===== src/hdl/svp_pkg.sv =====
// ----------------------------------------------------------------------------
// svp_pkg
// Shared types, widths and constants of the space vector PWM block.
// ----------------------------------------------------------------------------
package svp_pkg;

   localparam int VOLT_W  = 16;
   localparam int CMP_W   = 16;
   localparam int PER_W   = 16;
   localparam int SCALE_W = 24;
   localparam int SEC_W   = 3;
   localparam int SA_W    = 34;
   localparam int U_W     = 35;
   localparam int MAG_W   = 33;
   localparam int DWELL_W = 40;
   localparam int SUM_W   = 41;
   localparam int NUM_W   = 56;
   localparam int QUO_W   = 16;
   localparam int DIFF_W  = 33;

   localparam int DIV_STAGES  = QUO_W;
   localparam int QUEUE_DEPTH = 4;
   localparam int QPTR_W      = $clog2(QUEUE_DEPTH);

   localparam logic signed [SA_W-1:0] SQRT3_Q16 = 34'sd113512;

   localparam int CSR_IDX_W = 8;
   localparam logic [CSR_IDX_W-1:0] CSR_PERIOD = 8'd0;
   localparam logic [CSR_IDX_W-1:0] CSR_SCALE  = 8'd1;

   localparam logic [PER_W-1:0]   PERIOD_RESET = 16'd4096;
   localparam logic [SCALE_W-1:0] SCALE_RESET  = 24'd65536;

   localparam logic [SEC_W-1:0] SECTOR_ZERO = 3'd0;
   localparam logic [SEC_W-1:0] SECTOR_1    = 3'd1;
   localparam logic [SEC_W-1:0] SECTOR_2    = 3'd2;
   localparam logic [SEC_W-1:0] SECTOR_3    = 3'd3;
   localparam logic [SEC_W-1:0] SECTOR_4    = 3'd4;
   localparam logic [SEC_W-1:0] SECTOR_5    = 3'd5;
   localparam logic [SEC_W-1:0] SECTOR_6    = 3'd6;
   localparam logic [SEC_W-1:0] SECTOR_ALL  = 3'd7;

   typedef struct packed {
      logic [SEC_W-1:0] sector;
      logic [MAG_W-1:0] mag_x;
      logic [MAG_W-1:0] mag_y;
   } entry_type;

   typedef struct packed {
      logic [PER_W-1:0]   period;
      logic [SCALE_W-1:0] scale;
   } cfg_type;

   function automatic logic [MAG_W-1:0] clamp_pos(logic signed [U_W-1:0] v);
      return v[U_W-1] ? '0 : v[MAG_W-1:0];
   endfunction

   function automatic logic is_pos(logic signed [U_W-1:0] v);
      return !v[U_W-1] && (v != '0);
   endfunction

endpackage


===== src/hdl/svp_queue.sv =====
// ----------------------------------------------------------------------------
// svp_queue
// Short queue between the front and back parts.
// ----------------------------------------------------------------------------
module svp_queue import svp_pkg::*; (
   input  logic      clock,
   input  logic      reset,
   input  logic      push_valid,
   output logic      push_ready,
   input  entry_type push_entry,
   output logic      pop_valid,
   input  logic      pop_ready,
   output entry_type pop_entry
);

   entry_type         mem_ff [QUEUE_DEPTH];
   logic [QPTR_W-1:0] wr_ptr_ff, wr_ptr_in;
   logic [QPTR_W-1:0] rd_ptr_ff, rd_ptr_in;
   logic [QPTR_W:0]   count_ff, count_in;
   logic              push, pop;

   assign push_ready = (count_ff != (QPTR_W+1)'(QUEUE_DEPTH));
   assign pop_valid  = (count_ff != '0);
   assign pop_entry  = mem_ff[rd_ptr_ff];
   assign push       = push_valid && push_ready;
   assign pop        = pop_valid && pop_ready;

   always_comb begin
      wr_ptr_in = push ? wr_ptr_ff + 1'b1 : wr_ptr_ff;
      rd_ptr_in = pop ? rd_ptr_ff + 1'b1 : rd_ptr_ff;
      count_in  = count_ff;
      if (push && !pop) begin
         count_in = count_ff + 1'b1;
      end else if (pop && !push) begin
         count_in = count_ff - 1'b1;
      end
   end

   always_ff @(posedge clock) begin
      if (reset) begin
         wr_ptr_ff <= '0;
         rd_ptr_ff <= '0;
         count_ff  <= '0;
      end else begin
         wr_ptr_ff <= wr_ptr_in;
         rd_ptr_ff <= rd_ptr_in;
         count_ff  <= count_in;
      end
   end

   always_ff @(posedge clock) begin
      if (push) begin
         mem_ff[wr_ptr_ff] <= push_entry;
      end
   end

endmodule


===== config.mk =====
export PLATFORM = sky130hd
export DESIGN_NAME = svp_queue
export DESIGN_NICKNAME = d
export VERILOG_FILES = /design/src/hdl/svp_pkg.sv /design/src/hdl/svp_queue.sv
export SDC_FILE = /design/constraint.sdc
export NUM_CORES = 1
export LEC_CHECK = 0
export ABC_AREA = 1
export BUFFER_PORTS_ARGS = -buffer_cell sky130_fd_sc_hd__buf_2
export CAP_MARGIN = 10
export CORE_AREA = 8 8 150 152
export CTS_BUF_LIST = sky130_fd_sc_hd__clkbuf_2
export CTS_CLUSTER_SIZE = 14
export DETAILED_ROUTE_END_ITERATION = 8
export DIE_AREA = 0 0 158 160
export HOLD_SLACK_MARGIN = 0.12
export PLACE_DENSITY = 0.78
export RECOVER_POWER = 25
export SLEW_MARGIN = 10
export SYNTH_ARGS = -nofsm -noshare
export SYNTH_HDL_FRONTEND = slang
export SYNTH_SLANG_ARGS = --single-unit

===== constraint.sdc =====
create_clock -name clock -period 3.8 [get_ports clock]
set_clock_uncertainty 0.15 [all_clocks]
set_input_delay 0.38 -clock clock [delete_from_list [all_inputs] [get_ports clock]]
set_output_delay 0.38 -clock clock [all_outputs]
set_load 0.03 [all_outputs]

==> results.cfg <==
[outcome]
status = finished clean

[setup_path]
crit_path_top_delay_cell = inv_2
critPathBufInv = 3
path_delay_family = buffers and inverters
crit_fanout = 47
cp.required_ns = 3.27
arrival_ns = 2.67
regToRegStartpoint = count_ff[1]
start_kind = flip-flop
worstSetupPathType = reg2out
critical_path_depth = 5
regToRegSetupSlack_ns = 1.42
path_cells = inv_2 > buf_4 > o21ai_0 > o22ai_1 > buf_2
slowest_delay_ns = 0.63
critPathCaptureType = primary output
reg2reg_to = count_ff[1]
r2r_cells = 9

[sta]
hold_viol = 0
slew_headroom_pct = 41.1
setup_tns_ns = 0
min_period_over_period_pct = 84.1
setup_viol_count_final = 0
period_needed_ns = 3.20
fin_hold_ws_ns = 0.244
worstMarginPinSlew_ns = 0.882
maxSlewViolCount = 0
grt_setup_unrepaired = false
max_freq_mhz = 313

[grt]
first_global_vias = 7216
grt_usage_pct = 18.7
grt_first_pass_wirelength_mm = 36.7
grt_overflow = 0
grt_max_degree = 139
grt_antenna_before_repair = 4

[cts]
path_clk_slew_ns = 0.11
ctsHoldBuffers = 81
cts_tree = yes
post_cts_resized = 0
worstSkewPairLatency_ns = 0.75
numCtsBuffers = 67
clock_path_buffers = 3
cts.sinks = 285
cts_root_buf = clkbuf_2
post_cts_buffers = 0
htreeDepth = 3

[cells_and_area]
drive_above_1_share_pct = 21.0
final_util_pct = 64.8
synthToLayoutAreaGrowth_pct = 21.2
nets = 1076

[detailed_routing]
routedWlPerCell_um = 18.1
drt_pass1_iterations = 5
via_count = 7075
drtAntennaViolNets = 0
avgViaCountPerCell = 5.39
drcViolationCount = 0
wl_mm = 23.7
first_iter_violations = 598

[synthesis]
ys_seq_area_share_pct = 79.0
syn_area_um2 = 10700
ys_types = 22
yosysWarningCount = 0
async_flop_share_pct = 0
synth_edf_count = 276
ys_seq_elements = 285
syn_nets = 814
ys_dominant_reg_cell = edfxtp_1
avgSynthCellArea_um2 = 14.6
syn-instance-count = 735

[floorplan]
rows = 52
core_area_um2 = 20000
ioPinCount = 144
die_w_um = 158
fp.dieArea_um2 = 25300
die_height_um = 160
start_util_pct = 53.5

[min_path]
min_path_cells = 3
min-delay-start = reset
whs_endpoint = count_ff[0]
min_path_type = in2reg

[power]
power_uw = 8410
max-vdd-ir-drop_v = 0.000423
leakage_uw = 0.00464
power_density_nw_per_um2 = 647

[placed_design]
dp_hpwl_mm = 12.3
portBuffers = 143
gp_congestion = 0.731

[job]
drv_cap = 0
## flip-flops by register name (all words and copies together) (netlist names), named ones only
signal     flops
wr_ptr_ff      2
count_ff       3
rd_ptr_ff      2
mem_ff       276
## area by class of cell
class	count	area [um^2]
flip-flops and latches	285	8470
fillers	1460	7050
multi-input cells	390	1920
repair buffers	237	1630
clock buffers	92	460
well taps	270	338
clock inverters	20	106
inverters	16	62.6
diodes	3	7.51
## worst max path at each step
| stage | to | startpoint |
|---|---|---|
| 6_report | pop_entry[65] | flip-flop |
| 3_3_place_gp | pop_entry[32] | flip-flop |
| 4_1_cts | pop_entry[32] | flip-flop |
| 3_5_place_dp | pop_entry[32] | flip-flop |
| 5_1_grt | pop_entry[65] | flip-flop |
| 2_1_floorplan | mem_ff[0][0] | count_ff[0] |
## worst register-to-register path, stage by stage, from the launching register on
cell     delay, ns
dfxtp_1       0.36
nor2_1        0.15
nand2_1       0.14
nand2_1       0.35
inv_1         0.15
ha_1          0.24
inv_1         0.08
fa_1          0.42
o21ai_0       0.19
nor2_1        0.05
## cell usage after synthesis, drive strengths merged, types with 3 or more instances
library cell,number,area (um^2)
nor2,152,571
nand3,4,20.0
buf,27,231
ha,5,62.6
edfxtp,276,8290
inv,16,62.6
a21oi,3,15.0
nand2,15,56.3
clkbuf,17,67.6
o22ai,69,432
o21ai,139,696
dfxtp,9,180
## report_power, final
group / switching, uW / internal [uW]
combinational: 1960 / 719
sequential: 87.1 / 3810
clock: 1110 / 722
## layout by cell type, fill, tap and decap left out
master	synthesis	routed
dfxtp_4	0	1
ha_1	5	5
buf_4	7	8
a21oi_1	3	3
o22ai_1	69	69
clkinv_1	0	10
dfxtp_1	9	7
inv_4	1	1
o21ai_0	87	87
bufinv_16	0	1
o21ai_1	52	52
clkinv_2	0	4
nand2_1	15	15
inv_2	1	6
xor2_1	1	1
nand3_1	4	4
nand3b_1	1	1
edfxtp_1	276	276
dlygate4sd3_1	0	81
inv_1	14	14
diode_2	0	3
nor2_4	0	4
clkbuf_1	14	48
dfxtp_2	0	1
buf_12	0	5
clkbuf_2	3	92
nor2_1	152	148
fa_1	1	1
buf_2	8	95
## cells by family (layout without fill, tap and decap cells)
| logic type | after synthesis | count (layout) | synth area share (%) |
|---|---|---|---|
| DFF | 285 | 285 | 79.0 |
| adders and majority gates | 6 | 6 | 0.770 |
| xor gates and xnor gates | 1 | 1 | 0.0817 |
| other | 0 | 3 | 0 |
| and+or+nand+nor | 172 | 172 | 6.11 |
| AOI/OAI and AO/OA | 211 | 211 | 10.7 |
| buffers and inverters | 60 | 365 | 3.37 |
## per-stage QoR
step | area (um^2) | setup WS (ns) | std cells
after global routing | 13000 | 0.385 | 1313
after detailed placement | 11700 | 1.44 | 1117
final | 13000 | 0.604 | 1313
after CTS | 13000 | 0.530 | 1310
after global placement | 11700 | 1.49 | 1117
after floorplan | 10700 | -0.637 | 735
## layer usage
layer	part of all wire [%]	GRT usage [%]
met5	0.038	0
met1	39	21.4
met2	51	31.6
met3	8.2	5.51
met4	2.0	8.49
No activity file was read; power rests on OpenSTA's default activity.
