### config.mk
export PLATFORM = sky130hd
export DESIGN_NAME = svp_front
export DESIGN_NICKNAME = d
export VERILOG_FILES = /design/src/hdl/svp_pkg.sv /design/src/hdl/svp_front.sv
export SDC_FILE = /design/constraint.sdc
export NUM_CORES = 1
export LEC_CHECK = 0
export BUFFER_PORTS_ARGS = -buffer_cell sky130_fd_sc_hd__buf_2
export CAP_MARGIN = 20
export CORE_UTILIZATION = 42
export CTS_CLUSTER_DIAMETER = 80
export DETAILED_ROUTE_END_ITERATION = 12
export PLACE_DENSITY = 0.62
export SLEW_MARGIN = 20
export SYNTH_ARGS = -nofsm -noshare
export SYNTH_HDL_FRONTEND = slang
export SYNTH_SLANG_ARGS = --single-unit
### constraint.sdc
create_clock -name clock -period 17.9 [get_ports clock]
set_clock_uncertainty 0.05 [all_clocks]
set_input_delay 0.895 -clock clock [delete_from_list [all_inputs] [get_ports clock]]
set_output_delay 0.895 -clock clock [all_outputs]
set_load 0.005 [all_outputs]
### src/hdl/svp_pkg.sv
// ----------------------------------------------------------------------------
// svp_pkg
// Shared types, widths and constants of the space vector PWM block.
// ----------------------------------------------------------------------------
package svp_pkg;

   localparam int VOLT_W  = 16;
   localparam int CMP_W   = 16;
   localparam int PER_W   = 16;
   localparam int SCALE_W = 24;
   localparam int SEC_W   = 3;
   localparam int SA_W    = 34;
   localparam int U_W     = 35;
   localparam int MAG_W   = 33;
   localparam int DWELL_W = 40;
   localparam int SUM_W   = 41;
   localparam int NUM_W   = 56;
   localparam int QUO_W   = 16;
   localparam int DIFF_W  = 33;

   localparam int DIV_STAGES  = QUO_W;
   localparam int QUEUE_DEPTH = 4;
   localparam int QPTR_W      = $clog2(QUEUE_DEPTH);

   localparam logic signed [SA_W-1:0] SQRT3_Q16 = 34'sd113512;

   localparam int CSR_IDX_W = 8;
   localparam logic [CSR_IDX_W-1:0] CSR_PERIOD = 8'd0;
   localparam logic [CSR_IDX_W-1:0] CSR_SCALE  = 8'd1;

   localparam logic [PER_W-1:0]   PERIOD_RESET = 16'd4096;
   localparam logic [SCALE_W-1:0] SCALE_RESET  = 24'd65536;

   localparam logic [SEC_W-1:0] SECTOR_ZERO = 3'd0;
   localparam logic [SEC_W-1:0] SECTOR_1    = 3'd1;
   localparam logic [SEC_W-1:0] SECTOR_2    = 3'd2;
   localparam logic [SEC_W-1:0] SECTOR_3    = 3'd3;
   localparam logic [SEC_W-1:0] SECTOR_4    = 3'd4;
   localparam logic [SEC_W-1:0] SECTOR_5    = 3'd5;
   localparam logic [SEC_W-1:0] SECTOR_6    = 3'd6;
   localparam logic [SEC_W-1:0] SECTOR_ALL  = 3'd7;

   typedef struct packed {
      logic [SEC_W-1:0] sector;
      logic [MAG_W-1:0] mag_x;
      logic [MAG_W-1:0] mag_y;
   } entry_type;

   typedef struct packed {
      logic [PER_W-1:0]   period;
      logic [SCALE_W-1:0] scale;
   } cfg_type;

   function automatic logic [MAG_W-1:0] clamp_pos(logic signed [U_W-1:0] v);
      return v[U_W-1] ? '0 : v[MAG_W-1:0];
   endfunction

   function automatic logic is_pos(logic signed [U_W-1:0] v);
      return !v[U_W-1] && (v != '0);
   endfunction

endpackage

### src/hdl/svp_front.sv
// ----------------------------------------------------------------------------
// svp_front
// Accepts voltage words, forms the three projections and the sector code,
// and pushes the selected dwell magnitudes into the queue.
// ----------------------------------------------------------------------------
module svp_front import svp_pkg::*; (
   input  logic              clock,
   input  logic              reset,
   input  logic              in_valid,
   output logic              in_ready,
   input  logic [VOLT_W-1:0] in_alpha,
   input  logic [VOLT_W-1:0] in_beta,
   output logic              push_valid,
   input  logic              push_ready,
   output entry_type         push_entry
);

   logic                   valid_ff, valid_in;
   logic signed [SA_W-1:0] sa_ff, sa_in;
   logic [VOLT_W-1:0]      beta_ff, beta_in;

   logic signed [U_W-1:0] sa_x, b16, u1, u2, u3;
   logic [SEC_W-1:0]      sector;

   assign in_ready = !valid_ff || push_ready;

   always_comb begin
      valid_in = valid_ff;
      sa_in    = sa_ff;
      beta_in  = beta_ff;
      if (in_ready) begin
         valid_in = in_valid;
         sa_in    = SA_W'($signed(in_alpha)) * SQRT3_Q16;
         beta_in  = in_beta;
      end
   end

   always_ff @(posedge clock) begin
      if (reset) begin
         valid_ff <= 1'b0;
      end else begin
         valid_ff <= valid_in;
      end
   end

   always_ff @(posedge clock) begin
      sa_ff   <= sa_in;
      beta_ff <= beta_in;
   end

   always_comb begin
      sa_x   = U_W'(sa_ff);
      b16    = $signed({{3{beta_ff[VOLT_W-1]}}, beta_ff, 16'b0});
      u1     = $signed({{2{beta_ff[VOLT_W-1]}}, beta_ff, 17'b0});
      u2     = sa_x - b16;
      u3     = -sa_x - b16;
      sector = {is_pos(u3), is_pos(u2), is_pos(u1)};
   end

   always_comb begin
      push_entry.sector = sector;
      case (sector)
         SECTOR_3: begin
            push_entry.mag_x = clamp_pos(u2);
            push_entry.mag_y = clamp_pos(u1);
         end
         SECTOR_1: begin
            push_entry.mag_x = clamp_pos(-u2);
            push_entry.mag_y = clamp_pos(-u3);
         end
         SECTOR_5: begin
            push_entry.mag_x = clamp_pos(u1);
            push_entry.mag_y = clamp_pos(u3);
         end
         SECTOR_4: begin
            push_entry.mag_x = clamp_pos(-u1);
            push_entry.mag_y = clamp_pos(-u2);
         end
         SECTOR_6: begin
            push_entry.mag_x = clamp_pos(u3);
            push_entry.mag_y = clamp_pos(u2);
         end
         SECTOR_2: begin
            push_entry.mag_x = clamp_pos(-u3);
            push_entry.mag_y = clamp_pos(-u1);
         end
         default: begin
            push_entry.mag_x = '0;
            push_entry.mag_y = '0;
         end
      endcase
   end

   assign push_valid = valid_ff;

endmodule

==> reports/metrics.cfg, run 1 <==
[global_routing]
first_global_vias=13609
antenna_found_initial=4
globalRouteTotalUtil=0.276
grt_start_max_net_pins=49
globalRouteOverflowTotal=0
grt_pass1_wl_um=76300

[synth]
synth.top_cell.area_share=0.163
synth_largest_area_cell=ha_1
synthesized_cell_area_um2=14500
synth_top_cells_by_area=ha_1 (16%), fa_1 (16%), edfxtp_1 (9.7%), inv_1 (7.0%), xnor2_1 (4.6%)
yosysWarnings=0
synth.ff_latch_count=48
syn-mean-instance-area_um2=8.07
synth-async-reset-ratio=0
seq_area_frac_synth=0.0986
synth_edf_count=47
postSynth.topFlopCell=edfxtp_1
synth.lib_cells_used.distinct=105
synth_cells=1799

[clock_network]
tritoncts=done
numClockSinks=48
cts_setup_buffers=0
cts-buffers-inserted=5
hold_bufs_at_cts=0
post_cts_resize_count=0
path_clk_slew_ps=70
clock_tree.htree_level_count=2
clock_path_buffers=2
clk_root_buffer_cell=clkbuf_16
worst_skew_pair.late_latency_ps=300

[timing]
report.final.slew_viol_count=0
finalHoldViolCount=0
finalSetupViolCount=0
worst_slew_margin=0.301
unrepaired_setup_endpoints_after_global_routing=no
final_min_period_over_clock_period=0.455
fin_crit_ps=8140
tns_ps=0
worst_pin_slew_ps=1050
max_clock_freq_ghz=0.123
finalHoldWorstSlack_ps=687

[worst_setup_path]
critPathKind=reg -> out
worstPathCellList=inv_1, ha_1, or2_2, a2111oi_0, a211oi_1, buf_4, or2_2, a21oi_1, nand3_1, nor3_1, a31o_2, inv_1, nor2_1, nand3_1, o311ai_0, buf_2
critical-path-slowest-cell=o311ai_0
ff2ff_setup_slack_ps=16560
worst_ep_arrival_time_ps=7200
critPathLaunchType=flop
critPathRequiredTime_ps=16960
critical_path.max_fanout=22
timing.critical_path.to_type=output port
cp_slowest_stage_delay_ps=850

[floorplanning]
fp.dieArea_um2=35300
num_rows=67
die_width_um=188
initial_core_util=0.430
num_io_pins=107
die_height_um=188
coreArea_um2=33800

[placement]
total_of_buffers_placed_on_input_and_output_ports=100
place.detailed.hpwl_um=40900
gpl.final_weighted_congestion=1.05

[routing]
routed_wl_um=49700
post_drt_via_cell_ratio=6.09
via_count=14120
route.antenna.remaining_nets=0
drc=0
drt_pre_antenna_iters=6
wl_per_cell_um=21.4
detailedRoute.firstIterationViolations=1774

[cells_and_area]
syn_to_layout_area_delta_pct=7.48
final_nets=2207
fillCellCount=3377
drive_gt1_frac=0.0986
finish.utilization=0.462
layout.cells.most_common_list=inv_1 (272), ha_1 (189), nand2_1 (128), fa_1 (116), nor2_1 (113)
mostFrequentLayoutCell=inv_1

[job]
drv_cap=0

[min_path]
holdCritPathClass=in -> reg

[status]
status=finished clean

==> state kept, by name (all words and copies together), names as in the netlist <==
name / count
push_valid: 1
beta_ff: 16
sa_ff: 31
==> cell families after synthesis <==
| group | count (synthesis) | synth area share |
|---|---|---|
| xor+xnor | 110 | 0.0687 |
| fa+ha+maj | 306 | 0.324 |
| mux | 8 | 0.00569 |
| flops | 48 | 0.0986 |
| simple gates | 569 | 0.206 |
| buf+inv | 331 | 0.0911 |
| other cells | 1 | 0.000258 |
| compound gates | 426 | 0.206 |
==> worst max-delay path, delay by kind of cell (launching register included) <==
kind	cells	cell delay (ps)
DFF	1	520
adders and majority gates	1	380
and+or+nand+nor	6	2250
buffers and inverters	4	1180
AOI/OAI and AO/OA	5	2520
==> cell type report <==
class | count | area [um^2] | share of cell area
repair buffers | 112 | 588 | 0.0377
inverters | 274 | 1030 | 0.0659
well taps | 448 | 561 | 0.0359
diodes | 2 | 5.00 | 0.000321
clock inverters | 3 | 46.3 | 0.00297
flip-flops and latches | 48 | 1430 | 0.0918
clock buffers | 5 | 125 | 0.00802
multi-input cells | 1425 | 11800 | 0.757
==> Yosys cell counts (10+ instances only) <==
cell and count:
a211oi_1 15, a21o_1 23, a21oi_1 82, a221o_1 17, a22oi_1 17, a31oi_1 14, and2_1 20, and3_1 17
buf_2 16, buf_4 11, clkbuf_1 27, edfxtp_1 47, fa_1 116, ha_1 189, inv_1 272, nand2_1 128
nand2b_1 19, nand3_1 56, nand4_1 24, nor2_1 115, nor2b_1 20, nor3_1 55, nor4_1 31, o211ai_1 15
o21a_1 13, o21ai_0 84, o21ai_1 10, o21bai_1 14, or2_2 14, or3_1 20, xnor2_1 77, xor2_1 30
==> metrics by stage <==
step / cell area (um^2) / setup slack [ps] / instances
detailed placement: 15400 / 10460 / 2306
CTS: 15600 / 10140 / 2314
floorplan: 14500 / 11450 / 1804
global placement: 15400 / 10580 / 2306
finish: 15600 / 9760 / 2317
global route: 15600 / 9680 / 2315
==> final timing paths <==
| kind | start | end | depth (start not counted) |
|---|---|---|---|
| worst max-delay path | beta_ff[6] | push_entry[5] | 16 |
| worst min-delay path | reset | push_valid | 2 |
| worst max register to register | push_valid | sa_ff[3] | 2 |
| worst min register to register | push_valid | push_valid | 3 |
==> routing by layer <==
metal  up-vias  share of wire  GRT usage
li1       6487              -          -
met1      6685           0.42      0.371
met2       764           0.43      0.425
met3       180          0.089     0.0455
met4         4          0.055      0.141
met5         -        0.00054          0
Power of run 1 is not shown: default switching activity piles up to over one toggle a cycle in this logic, so the estimate is an artifact.
==> run 2, diff against run 1 <==
Clock period 17.9 ns to 8.3 ns, I/O delays scaled along.
==> reports/metrics.cfg, run 2 (synthesis gave the netlist of run 1 again) <==
[routing]
m1WireLength_um=21700  ; +2.6%
post_drt_via_cell_ratio=6.00  ; -1.5%
drc=0  ; unchanged
topRoutingLayerUsed=met5
route.antenna.remaining_nets=0  ; unchanged
detailroute.wirelength.met3_um=4160  ; -6.4%
wl_per_cell_um=21.7  ; +1.2%
detailedRoute.firstIterationViolations=1222  ; -31%
via_count=13988  ; -0.93%
routed-wl-met2_um=22600  ; +5.7%
routed_wl_um=50500  ; +1.8%
drt_pre_antenna_iters=6  ; unchanged

[cells_and_area]
layout.cells.most_common_list=inv_1 (272), ha_1 (189), nand2_1 (128), fa_1 (116), nor2_1 (112)
fillCellCount=3359  ; -0.53%
final_nets=2218  ; +0.50%
drive_gt1_frac=0.104  ; +0.00528
number_of_flip_flops_under_the_largest_register_name=31  ; unchanged
area_of_combinational_cells_with_multiple_inputs_um2=11800  ; about the same
register_area_um2=1430  ; unchanged
regMostFlops=sa_ff
mostFrequentLayoutCell=inv_1
syn_to_layout_area_delta_pct=8.25

[worst_setup_path]
ff2ff_setup_slack_ps=6940  ; -9620 ps
worstPathCellList=inv_1, ha_1, o21ba_2, nor4_1, o311ai_1, and4b_1, nor3_1, nand3_1, nor4_1, nand3_1, xnor2_2, buf_4, nor3_4, o21ai_0, o211ai_1, buf_2
critPathKind=reg -> out
critPathRequiredTime_ps=7840  ; -9120 ps
worst_ep_arrival_time_ps=6580  ; -620 ps
critical_path.max_fanout=18  ; -18%
critical-path-slowest-cell=nor3_4
critPathLaunchType=flop
timing.critical_path.to_type=output port
cp_slowest_stage_delay_ps=970  ; +120 ps

[floorplanning]
die_height_um=188  ; unchanged
die_width_um=188  ; unchanged
fp.dieArea_um2=35300  ; unchanged
initial_core_util=0.430  ; unchanged
coreArea_um2=33800  ; unchanged
num_io_pins=107  ; unchanged
num_rows=67  ; unchanged

[placement]
place.detailed.hpwl_um=41700  ; +2.0%
dp_worst_setup_slack_ps=1560  ; -8900 ps
gpl.final_weighted_congestion=0.988  ; -5.8%
total_of_buffers_placed_on_input_and_output_ports=100  ; unchanged

[clock_network]
post_cts_resize_count=0  ; unchanged
cts-buffers-inserted=5  ; unchanged
clk_root_buffer_cell=clkbuf_16
worst_skew_pair.late_latency_ps=290  ; about the same
numClockSinks=48  ; unchanged
clock_path_buffers=2  ; unchanged
tritoncts=done
cts_setup_buffers=0  ; unchanged
path_clk_slew_ps=60  ; about the same
clock_tree.htree_level_count=2  ; unchanged
hold_bufs_at_cts=0  ; unchanged

[min_path]
holdCritPathClass=in -> reg

[job]
drv_cap=0  ; unchanged

[global_routing]
globalRouteTotalUtil=0.281  ; +0.00577
antenna_found_initial=6  ; +2
globalRouteOverflowTotal=0  ; unchanged
grt_start_max_net_pins=44  ; -10%
grt_pass1_wl_um=77700  ; +1.8%
first_global_vias=13605  ; -0.029%

[timing]
finalHoldViolCount=0  ; unchanged
finalSetupViolCount=0  ; unchanged
worst_pin_slew_ps=1190  ; +145 ps
max_clock_freq_ghz=0.142
tns_ps=0  ; unchanged
unrepaired_setup_endpoints_after_global_routing=no
report.final.slew_viol_count=0  ; unchanged
layout_setup_ws_ps=1250  ; -8510 ps
final_min_period_over_clock_period=0.849
fin_crit_ps=7050
worst_slew_margin=0.204  ; -0.0967

[status]
status=finished clean

## run 2: worst paths after layout
path	endpoint	cells past startpoint	start
setup / recovery	push_entry[17]	16	beta_ff[1]
setup reg to reg	sa_ff[6]	2	push_valid
hold / removal	push_valid	2	reset
hold reg to reg	push_valid	2	push_valid
## run 2: routing by layer
layer,vias to the layer above,track usage
met1,6637,0.373
li1,6516,-
met2,698,0.458
met4,6,0.117
met3,131,0.0399
met5,-,0
## run 2: per-stage QoR
step,cells,area (um^2),utilization,hold WS [ps]
floorplan,1804,14500,-,434
global route,2326,15700,0.465,221
CTS,2326,15700,0.465,207
global placement,2317,15500,0.459,513
finish,2330,15700,0.465,218
detailed placement,2318,15500,0.459,521
## run 2: layout make-up
cell class | instances | area share
Multi-Input combinational cell | 1425 | 0.752
Clock buffer | 6 | 0.00820
Tap cell | 448 | 0.0357
Inverter | 274 | 0.0655
Clock inverter | 2 | 0.00382
Sequential cell | 48 | 0.0911
Antenna cell | 4 | 0.000637
Timing Repair Buffer | 123 | 0.0427
## run 2: worst max-delay path, delay by kind of cell (launching register included)
kind | cells | cell delay (ps)
flops | 1 | 480
simple gates | 7 | 3510
xor+xnor | 1 | 270
fa+ha+maj | 1 | 300
compound gates | 4 | 1030
buf+inv | 3 | 690
Power of run 2 is left out for the same reason.
==> run 3, diff against run 2 <==
Clock period 8.3 ns to 6.7 ns, I/O delays scaled along.
==> reports/metrics.cfg, run 3 (synthesis gave the netlist of run 1 again) <==
[worst_setup_path]
cp_slowest_stage_delay_ps=620  ; -350 ps
critical-path-slowest-cell=edfxtp_1
worst_path_dominant_cell_family=simple AND/OR/NAND/NOR gates
worst_ep_arrival_time_ps=6060  ; -520 ps
critical_path.max_fanout=14  ; -4
critPathRequiredTime_ps=6310  ; -1530 ps
critPathKind=reg -> out
cpMostUsedCell=buf_4
critPathLaunchType=flop
critical_path.n_buffers_inverters=4  ; +1
timing.critical_path.to_type=output port
worstPathCellList=inv_1, ha_1, or3b_1, a311oi_1, xor2_1, nor4_1, buf_4, nand2_1, nor3_1, and4_1, and4b_1, and3_4, nor2_1, buf_4, a22o_1, or4_1, buf_2

[timing]
worst_slew_margin=0.369  ; +0.165
worst_pin_slew_ps=946  ; -245 ps
finalSetupViolCount=0  ; unchanged
tns_ps=0  ; unchanged
finalHoldViolCount=0  ; unchanged
final_min_period_over_clock_period=0.962
report.final.slew_viol_count=0  ; unchanged
unrepaired_setup_endpoints_after_global_routing=no
layout_setup_ws_ps=254  ; -999 ps
max_clock_freq_ghz=0.155
finalHoldWorstSlack_ps=141  ; -77.6 ps
fin_crit_ps=6450

[placement]
place.detailed.hpwl_um=43300  ; +3.7%
dp_cells=2358  ; +1.7%
dp_worst_setup_slack_ps=199  ; -1360 ps
gpl.final_weighted_congestion=1.01  ; +2.3%
total_of_buffers_placed_on_input_and_output_ports=100  ; unchanged

[routing]
route.antenna.remaining_nets=0  ; unchanged
drt_pre_antenna_iters=7  ; +1
via_count=14045  ; +0.41%
detailedRoute.firstIterationViolations=1291  ; +5.6%
routed_wl_um=51400  ; +1.7%
wl_per_cell_um=21.7  ; about the same
post_drt_via_cell_ratio=5.92  ; -1.3%
drc=0  ; unchanged

[clock_network]
cts_setup_buffers=0  ; unchanged
cts-buffers-inserted=5  ; unchanged
clk_root_buffer_cell=clkbuf_16
clock_tree.htree_level_count=2  ; unchanged
post_cts_resize_count=0  ; unchanged
tritoncts=done
clock_path_buffers=2  ; unchanged
path_clk_slew_ps=60  ; about the same
numClockSinks=48  ; unchanged
hold_bufs_at_cts=0  ; unchanged
worst_skew_pair.late_latency_ps=290  ; about the same

[floorplanning]
die_width_um=188  ; unchanged
initial_core_util=0.430  ; unchanged
die_height_um=188  ; unchanged
num_rows=67  ; unchanged
num_io_pins=107  ; unchanged
coreArea_um2=33800  ; unchanged
fp.dieArea_um2=35300  ; unchanged

[global_routing]
grt_start_max_net_pins=42  ; -4.5%
grt_pass1_wl_um=78200  ; +0.60%
antenna_found_initial=6  ; unchanged
globalRouteTotalUtil=0.286  ; +0.00422
globalRouteOverflowTotal=0  ; unchanged
first_global_vias=13632  ; +0.20%

[cells_and_area]
layout.cells.most_common_list=inv_1 (272), ha_1 (189), nand2_1 (128), fa_1 (116), nor2_1 (111)
drive_gt1_frac=0.123  ; +0.0191
fillCellCount=3384  ; +0.74%
mostFrequentLayoutCell=inv_1
post_layout_nonfiller_instances=2371  ; +1.8%
regMostFlops=sa_ff
final_nets=2259  ; +1.8%
syn_to_layout_area_delta_pct=10.4
number_of_flip_flops_under_the_largest_register_name=31  ; unchanged

[min_path]
holdCritPathClass=in -> reg

[job]
drv_cap=0  ; unchanged

[status]
status=finished clean

run 3: cell types whose count changed in the layout (fill, tap and decap cells not counted), moves of 2 or more:
cell	change
clkinv_1	+2
nor2_2	+2
buf_4	+38
buf_12	+3
run 3: worst reg2reg max path: cells and delay by family, from the launching register on:
| kind | cells | cell delay, ps |
|---|---|---|
| AND/OR/NAND/NOR | 1 | 180 |
| buffers and inverters | 1 | 460 |
| flip-flops | 1 | 320 |
run 3: final timing paths:
check        cells past startpoint        endpoint  slack, ps        from
min reg2reg                      2      push_valid        580  push_valid
min                              2      push_valid        140       reset
max reg2reg                      2       sa_ff[15]       5300  push_valid
max                             17  push_entry[56]        250    sa_ff[3]
run 3: cell type report:
class	instances	area [um^2]	area share
Timing Repair Buffer	163	1010	0.0631
Multi-Input combinational cell	1426	11800	0.738
Tap cell	448	561	0.0350
Clock inverter	3	37.5	0.00234
Sequential cell	48	1430	0.0893
Clock buffer	5	125	0.00781
Antenna cell	4	10.0	0.000625
Inverter	274	1030	0.0642
run 3: layer usage:
layer,global-route usage,routed length (um),vias up
met5,0,27,-
met4,0.103,1940,4
met3,0.0380,3450,128
met2,0.465,23100,612
met1,0.386,22900,6716
li1,-,-,6585
run 3: through the flow:
| stage | area (um^2) | util |
|---|---|---|
| 3_3_place_gp | 15800 | 0.469 |
| 3_5_place_dp | 15800 | 0.469 |
| 6_report | 16000 | 0.474 |
| 5_1_grt | 16000 | 0.474 |
| 2_1_floorplan | 14500 | - |
| 4_1_cts | 16000 | 0.474 |
Power of run 3 is left out for the same reason.
